File: config.mk
export PLATFORM = sky130hd
export DESIGN_NAME = hnt_hash
export DESIGN_NICKNAME = d
export VERILOG_FILES = /design/src/rtl/core/hnt_pkg.sv /design/src/rtl/core/hnt_hash.sv
export SDC_FILE = /design/constraint.sdc
export NUM_CORES = 1
export LEC_CHECK = 0
export BUFFER_PORTS_ARGS = -buffer_cell sky130_fd_sc_hd__buf_2
export CAP_MARGIN = 25
export CORE_UTILIZATION = 45
export CTS_CLUSTER_SIZE = 24
export DETAILED_ROUTE_END_ITERATION = 8
export PLACE_DENSITY = 0.79
export SLEW_MARGIN = 0
export SYNTH_ARGS = -nofsm -noshare
export SYNTH_HDL_FRONTEND = slang
export SYNTH_SLANG_ARGS = --single-unit
File: constraint.sdc
create_clock -name clk_i -period 17.1 [get_ports clk_i]
set_clock_uncertainty 0.1 [all_clocks]
set_input_delay 1.71 -clock clk_i [delete_from_list [all_inputs] [get_ports clk_i]]
set_output_delay 1.71 -clock clk_i [all_outputs]
set_load 0.05 [all_outputs]
File: src/rtl/core/hnt_pkg.sv
// Shared types, codes and constants of the hashed name table.
`timescale 1ns / 1ps

package hnt_pkg;

  localparam int unsigned TableSlotsDef = 256;
  localparam int unsigned KeyBytes      = 32;
  localparam int unsigned KeyWords      = 4;
  localparam int unsigned KeyWordW      = 64;
  localparam int unsigned RawKeyW       = 248;
  localparam int unsigned ValueW        = 16;
  localparam int unsigned SlotW         = 8;
  localparam int unsigned ModStepBits   = 4;
  localparam logic [31:0] HashSeed      = 32'd5381;

  typedef enum logic [1:0] {
    KIND_INSERT = 2'd0,
    KIND_LOOKUP = 2'd1,
    KIND_CLEAR  = 2'd2
  } kind_e;

  typedef enum logic [2:0] {
    STAT_INSERTED  = 3'd0,
    STAT_UPDATED   = 3'd1,
    STAT_FULL      = 3'd2,
    STAT_FOUND     = 3'd3,
    STAT_NOT_FOUND = 3'd4,
    STAT_CLEARED   = 3'd5
  } status_e;

  typedef enum logic [1:0] {
    HS_IDLE,
    HS_BYTE,
    HS_MOD,
    HS_DONE
  } hash_state_e;

  typedef enum logic [2:0] {
    ST_IDLE,
    ST_HASH,
    ST_PROBE,
    ST_READ,
    ST_WRITE,
    ST_DONE
  } core_state_e;

  typedef struct packed {
    logic       rd_key;
    logic       rd_val;
    logic       wr_key;
    logic       wr_val;
    logic       set_valid;
    logic       clear_all;
    logic [1:0] word;
  } tbl_ctl_t;

endpackage

File: src/rtl/core/hnt_hash.sv
// Name cleaner, DJB2 hash (one byte per cycle) and home slot reduction.
`timescale 1ns / 1ps

module hnt_hash #(
  parameter int unsigned TableSlots = hnt_pkg::TableSlotsDef,
  localparam int unsigned IdxW = (TableSlots > 1) ? $clog2(TableSlots) : 1
) (
  input  logic                                         clk_i,
  input  logic                                         rst_ni,
  input  logic                                         start_i,
  input  logic [hnt_pkg::RawKeyW-1:0]                  raw_i,
  output logic                                         done_o,
  output logic [IdxW-1:0]                              home_o,
  output logic [hnt_pkg::KeyWords-1:0][hnt_pkg::KeyWordW-1:0] key_o
);

  localparam int unsigned KeyW    = hnt_pkg::KeyWords * hnt_pkg::KeyWordW;
  localparam int unsigned ModCycW = $clog2(32 / hnt_pkg::ModStepBits);

  hnt_pkg::hash_state_e state_q, state_d;

  logic [hnt_pkg::RawKeyW-1:0] raw_q, raw_d;
  logic [KeyW-1:0]             key_q, key_d;
  logic [31:0]                 h_q, h_d;
  logic [4:0]                  bcnt_q, bcnt_d;
  logic [IdxW-1:0]             rem_q, rem_d;
  logic [ModCycW-1:0]          mcnt_q, mcnt_d;
  logic [7:0]                  cur_byte;
  logic                        byte_stop;

  assign cur_byte  = raw_q[7:0];
  assign byte_stop = (cur_byte == 8'd0) || (bcnt_q == 5'(hnt_pkg::KeyBytes - 1));

  always_comb begin
    state_d = state_q;
    unique case (state_q)
      hnt_pkg::HS_IDLE: if (start_i) state_d = hnt_pkg::HS_BYTE;
      hnt_pkg::HS_BYTE: if (byte_stop) state_d = hnt_pkg::HS_MOD;
      hnt_pkg::HS_MOD:  if (mcnt_q == '1) state_d = hnt_pkg::HS_DONE;
      hnt_pkg::HS_DONE: state_d = hnt_pkg::HS_IDLE;
      default:          state_d = hnt_pkg::HS_IDLE;
    endcase
  end

  always_comb begin
    logic [IdxW:0]   r;
    logic [IdxW-1:0] rr;
    raw_d  = raw_q;
    key_d  = key_q;
    h_d    = h_q;
    bcnt_d = bcnt_q;
    rem_d  = rem_q;
    mcnt_d = mcnt_q;
    r      = '0;
    rr     = rem_q;
    unique case (state_q)
      hnt_pkg::HS_IDLE: begin
        if (start_i) begin
          raw_d  = raw_i;
          key_d  = '0;
          h_d    = hnt_pkg::HashSeed;
          bcnt_d = '0;
        end
      end
      hnt_pkg::HS_BYTE: begin
        if (byte_stop) begin
          rem_d  = '0;
          mcnt_d = '0;
        end else begin
          key_d[{bcnt_q, 3'b000} +: 8] = cur_byte;
          h_d    = (h_q << 5) + h_q + {24'd0, cur_byte};
          raw_d  = raw_q >> 8;
          bcnt_d = bcnt_q + 5'd1;
        end
      end
      hnt_pkg::HS_MOD: begin
        for (int k = 0; k < int'(hnt_pkg::ModStepBits); k++) begin
          r = {rr, h_q[31 - k]};
          if (r >= (IdxW + 1)'(TableSlots)) r = r - (IdxW + 1)'(TableSlots);
          rr = r[IdxW-1:0];
        end
        rem_d  = rr;
        h_d    = h_q << hnt_pkg::ModStepBits;
        mcnt_d = mcnt_q + ModCycW'(1);
      end
      default: ;
    endcase
  end

  always_ff @(posedge clk_i or negedge rst_ni) begin
    if (!rst_ni) begin
      state_q <= hnt_pkg::HS_IDLE;
      bcnt_q  <= '0;
      mcnt_q  <= '0;
    end else begin
      state_q <= state_d;
      bcnt_q  <= bcnt_d;
      mcnt_q  <= mcnt_d;
    end
  end

  always_ff @(posedge clk_i) begin
    raw_q <= raw_d;
    key_q <= key_d;
    h_q   <= h_d;
    rem_q <= rem_d;
  end

  assign done_o = (state_q == hnt_pkg::HS_DONE);
  assign home_o = rem_q;
  assign key_o  = key_q;

endmodule

After elaboration in Yosys (flattened, before gate mapping)
Cells that the tools add are included.
Widths: inputs -> output; s select.
- bits in registers: 554
- bits in latches: 0
- bits in writable memories: 0
- memory bits (read-only): 0
- input port bits: 251
- output and inout bits: 265
- memories: 0
- add/subtract/negate cells: 9
- multiply operators: 0
- div/mod/pow operators: 0
- magnitude comparators: 4
- eq/ne operators: 9
- shifts and indexed selects: 2
- multiplexer cells: 28
- bitwise gates (word level): 0
- reductions and logical operators: 10
- operators with widths (cell ; number):
    $mux 256 ; 2
    $pmux 256 s2 ; 1
    $mux 248 ; 2
    $pmux 248 s2 ; 1
    $bwmux 256 ; 1
    $shift 8x10->256 const A ; 1
    $shiftx 8x10->256 ; 1
    $pmux 32 s3 ; 1
    $mux 32 ; 2
    $mux 8 ; 8
    $ge 9x9->1 const B ; 4
    $add 32x32->32 ; 1
    $add 32x8->32 ; 1
    $sub 8x1->8 const B ; 4
    $pmux 8 s2 ; 1
    $mux 5 ; 2
    $neg 8->10 ; 1
    $pmux 5 s2 ; 1
    $reduce_and 3->1 ; 3
    $logic_not 8->1 ; 1
    $ne 2x2->1 const B ; 4
    $pmux 2 s4 ; 1
    $mux 2 ; 3
    $pmux 3 s2 ; 1
    other kinds (12) ; 14

Logic depth before layout (Yosys ltp)
- word-level depth: 12
- mapped depth: 12
- depth with buffers taken out: 11

Worst setup path before layout
Ideal clock, no wire load.
- path kind: input-to-reg
- start point: input port start_i
- end point: register bcnt_q[1]
- arrival: 11.993 ns
- required time: 16.419 ns
- slack: 4.426 ns
- stages: 4
- buffers on the path: 0
- path through: nand2b_1 > o21ai_0 > inv_1 > o21ai_0
- cells in the longest elaborated chain, start to end: 2
- ends and longest elaborated chain (what ; RTL line ; RTL):
    start, declared ; hnt_hash.sv:10 ; input logic start_i,
    $ne 2x2->1 (no source line) ; n/a ;
    $reduce_and 3->1 (no source line) ; n/a ;
    end signal, assigned ; hnt_hash.sv:97 ; bcnt_q <= bcnt_d;
    end, declared ; hnt_hash.sv:25 ; logic [4:0] bcnt_q, bcnt_d;
Every way passes these cells.
A chain may end at the register's enable or synchronous reset.

Worst setup path in the final report
- start point: register bcnt_q[0]
- end point: register key_q[131], in the netlist key_o[131] (enable)
- cells in the longest elaborated chain, start to end: 4
- ends and longest elaborated chain (what ; RTL line ; RTL):
    $eq 5x5->1 ; hnt_hash.sv:32 ; assign byte_stop = (cur_byte == 8'd0) || (bcnt_q == 5'(hnt_pkg::KeyBytes - 1));
    $logic_or 1x1->1 ; hnt_hash.sv:32 ;
    $ne 2x2->1 (no source line) ; n/a ;
    $reduce_and 3->1 (no source line) ; n/a ;
    end signal, assigned ; hnt_hash.sv:104 ; key_q <= key_d;
    end, declared ; hnt_hash.sv:23 ; logic [KeyW-1:0] key_q, key_d;
Every way passes these cells.

==> impl_metrics.yaml <==
run_status:
  run_status: "completed"
clock_tree:
  numClockSinks: 554
  h-tree-depth: 2
  numCtsBuffers: 59
  cts_tree: "done"
  cts_root_buf: "clkbuf_16"
  clk_pin_slew_ns: 0.06
  cts_hold_buf: 0
  clock_path_buffers: 3
  cts_setup_buffers: 0
  clk_latency_ns: 0.64
  ctsResizeCount: 0
logic_synthesis:
  ys.warnings.count: 0
  ys_ff_latch: 554
  synth_fa_ha_area_frac: 0.0351
  synth_top_family_by_area: "simple AND/OR/NAND/NOR gates"
  ys_seq_area_frac: 0.602
  synth-edff-count: 544
  synth_xor_area_frac: 0.00917
  synthCells: 2197
  syn_area_per_cell_um2: 12.5
  netlist_top_cells_area: "edfxtp_1 (59%), mux2_2 (9.8%), and2_1 (4.2%)"
  synth_area_um2: 27600
  syn_nets: 2523
  synth_mux_area_frac: 0.114
  ys.flop_type: "edfxtp_1"
  synth.distinct_cells: 72
  synth_compound_area_frac: 0.0814
  async_flop_share: 0.0181
  synth-simple-area-share: 0.132
  synth_top_area_frac: 0.593
  synth_top_area_cell: "edfxtp_1"
worst_setup_path:
  path_class: "reg -> reg"
  cp-start-kind: "flop"
  worstPathArrival_ns: 5.59
  worstPathMaxFanout: 184
  ff2ff_path_depth: 10
  required_ns: 17.25
  endpoint_kind: "flop"
floorplanning:
  coreArea_um2: 60500
  die_x_um: 249
  num_io_pins: 516
  start_util: 0.456
  num_rows: 90
  die_y_um: 249
  dieArea_um2: 62200
global_routing:
  grt_busiest_layer: "met2"
  grt_pass1_wl_um: 112000
  antenna_found_initial: 16
  grt_max_degree: 236
  grt.overflow.total: 0
  grt_pass1_vias: 18922
  use_met3: 0.0616
  gr-usage-all-layers: 0.233
  met2_usage: 0.401
  use_met1: 0.282
detailed_routing:
  vias_per_cell: 5.51
  drtIter0Drc: 1586
  antenna_left: 0
  routed_wl_um: 74500
  vias: 19241
  drc: 0
  wl_per_cell_um: 21.4
  drtPass1Iterations: 5
finish:
  layoutNonFillerInstCount: 3491
  syn2layout_area_growth_pct: 18.3
  nNetsFinal: 2986
  drive_gt1_frac: 0.329
place:
  hpwl_um: 52900
  place_congestion: 0.869
  io_buffers: 515
  dp.cells: 3376
timing:
  rsz0062_at_grt: "no"
  maxSlewHeadroom: 0.277
  setup_viol: 0
  fin_crit_ns: 5.44
  finalCritPeriodShare: 0.318
  setup_tns_ns: 0
  slew_violations: 0
  finalHoldViolCount: 0
  worst_pin_slew_ns: 1.08
  fmaxAchievable_mhz: 184
hold_path:
  min_path_cells: 1
  worst_hold_path_type: "reg -> reg"
flow_run:
  drv_cap: 0
==> area by class of cell <==
type / count / area [µm²]
multi-input combinational: 1485 / 10300
sequential: 554 / 16600
clock inverter: 33 / 277
clock buffer: 73 / 1530
fill: 5013 / 27900
timing repair buffer: 536 / 2840
antenna: 4 / 10.0
tap: 782 / 978
inverter: 24 / 97.6
==> kinds of logic after synthesis <==
kind of cell	Yosys count
adder cells (fa/ha/maj)	75
multiplexers	284
XOR/XNOR	28
buffers and inverters	158
flip-flops	554
AND/OR/NAND/NOR	727
AO/OA/AOI/OAI	371
==> registers in the layout, indices dropped and copies added, names as in the netlist <==
name,count
bcnt_q,5
h_q,32
home_o,8
key_o,256
mcnt_q,3
raw_q,248
state_q,2
==> layout by cell type (no fill, tap or decap), drive strengths merged, types with 48 or more instances in the layout <==
cell type / synthesis / routed
a21boi: 48 / 48
and2: 190 / 190
buf: 59 / 536
clkbuf: 75 / 73
edfxtp: 544 / 544
ha: 71 / 71
mux2: 241 / 241
nand2: 314 / 314
nand3: 60 / 60
nor2b: 57 / 57
o21ai: 209 / 209
==> synth_stat cells (all sizes together) (2+ instances only) <==
master   number
edfxtp      544
nand2       314
mux2        241
o21ai       209
and2        190
clkbuf       75
ha           71
nand3        60
buf          59
nor2b        57
a21boi       48
mux2i        43
a21oi        41
nor2         36
nand2b       26
inv          24
xor2         15
nor3         13
xnor2        13
a21o         11
and3         10
dfrtp        10
a22oi         9
nand4         7
a211oi        5
a31oi         5
o211ai        5
o21bai        5
a221o         4
fa            4
nor4          4
o31ai         4
a22o          3
a311oi        3
nand3b        3
o2bb2ai       3
a211o         2
a221oi        2
o21a          2
o22ai         2
==> metrics by stage <==
stage | worst slack (ns) | util | hold slack (ns) | area [µm²]
after global routing | 11.37 | 0.539 | 0.439 | 32600
after floorplan | 4.43 | - | 0.411 | 27600
after detailed placement | 11.48 | 0.507 | 0.431 | 30700
final | 11.66 | 0.539 | 0.431 | 32600
after CTS | 11.44 | 0.537 | 0.435 | 32500
after global placement | 11.54 | 0.507 | 0.426 | 30600
==> worst paths after layout <==
| check | from | endpoint | slack (ns) |
|---|---|---|---|
| max | bcnt_q[0]$_DFFE_PN0P_ | key_o[131]$_SDFFCE_PN0P_ | 11.66 |
| min in group asynchronous | rst_ni | state_q[0]$_DFFE_PN0P_ | 0.83 |
| min reg2reg | raw_q[188]$_DFFE_PP_ | raw_q[180]$_DFFE_PP_ | 0.43 |
| max in group asynchronous | rst_ni | bcnt_q[4]$_DFFE_PN0P_ | 15.85 |
| max reg2reg | bcnt_q[0]$_DFFE_PN0P_ | key_o[131]$_SDFFCE_PN0P_ | 11.66 |
| min | raw_q[188]$_DFFE_PP_ | raw_q[180]$_DFFE_PP_ | 0.43 |
==> layer usage <==
layer	up-vias	wire, µm
li1	8926	-
met1	9308	28800
met2	835	36900
met3	150	6380
met4	22	2360
met5	-	127
==> worst max-delay path, stage by stage (launching register included) <==
cell	delay, ns
dfrtp_1	0.49
ha_1	0.26
and3_1	0.18
ha_1	0.17
a21oi_1	0.42
and2_1	0.28
o21ai_0	0.32
inv_8	0.41
buf_16	0.47
buf_4	0.75
buf_12	0.70
Power is not shown: default switching activity piles up to over one toggle a cycle in this logic, so the estimate is an artifact.
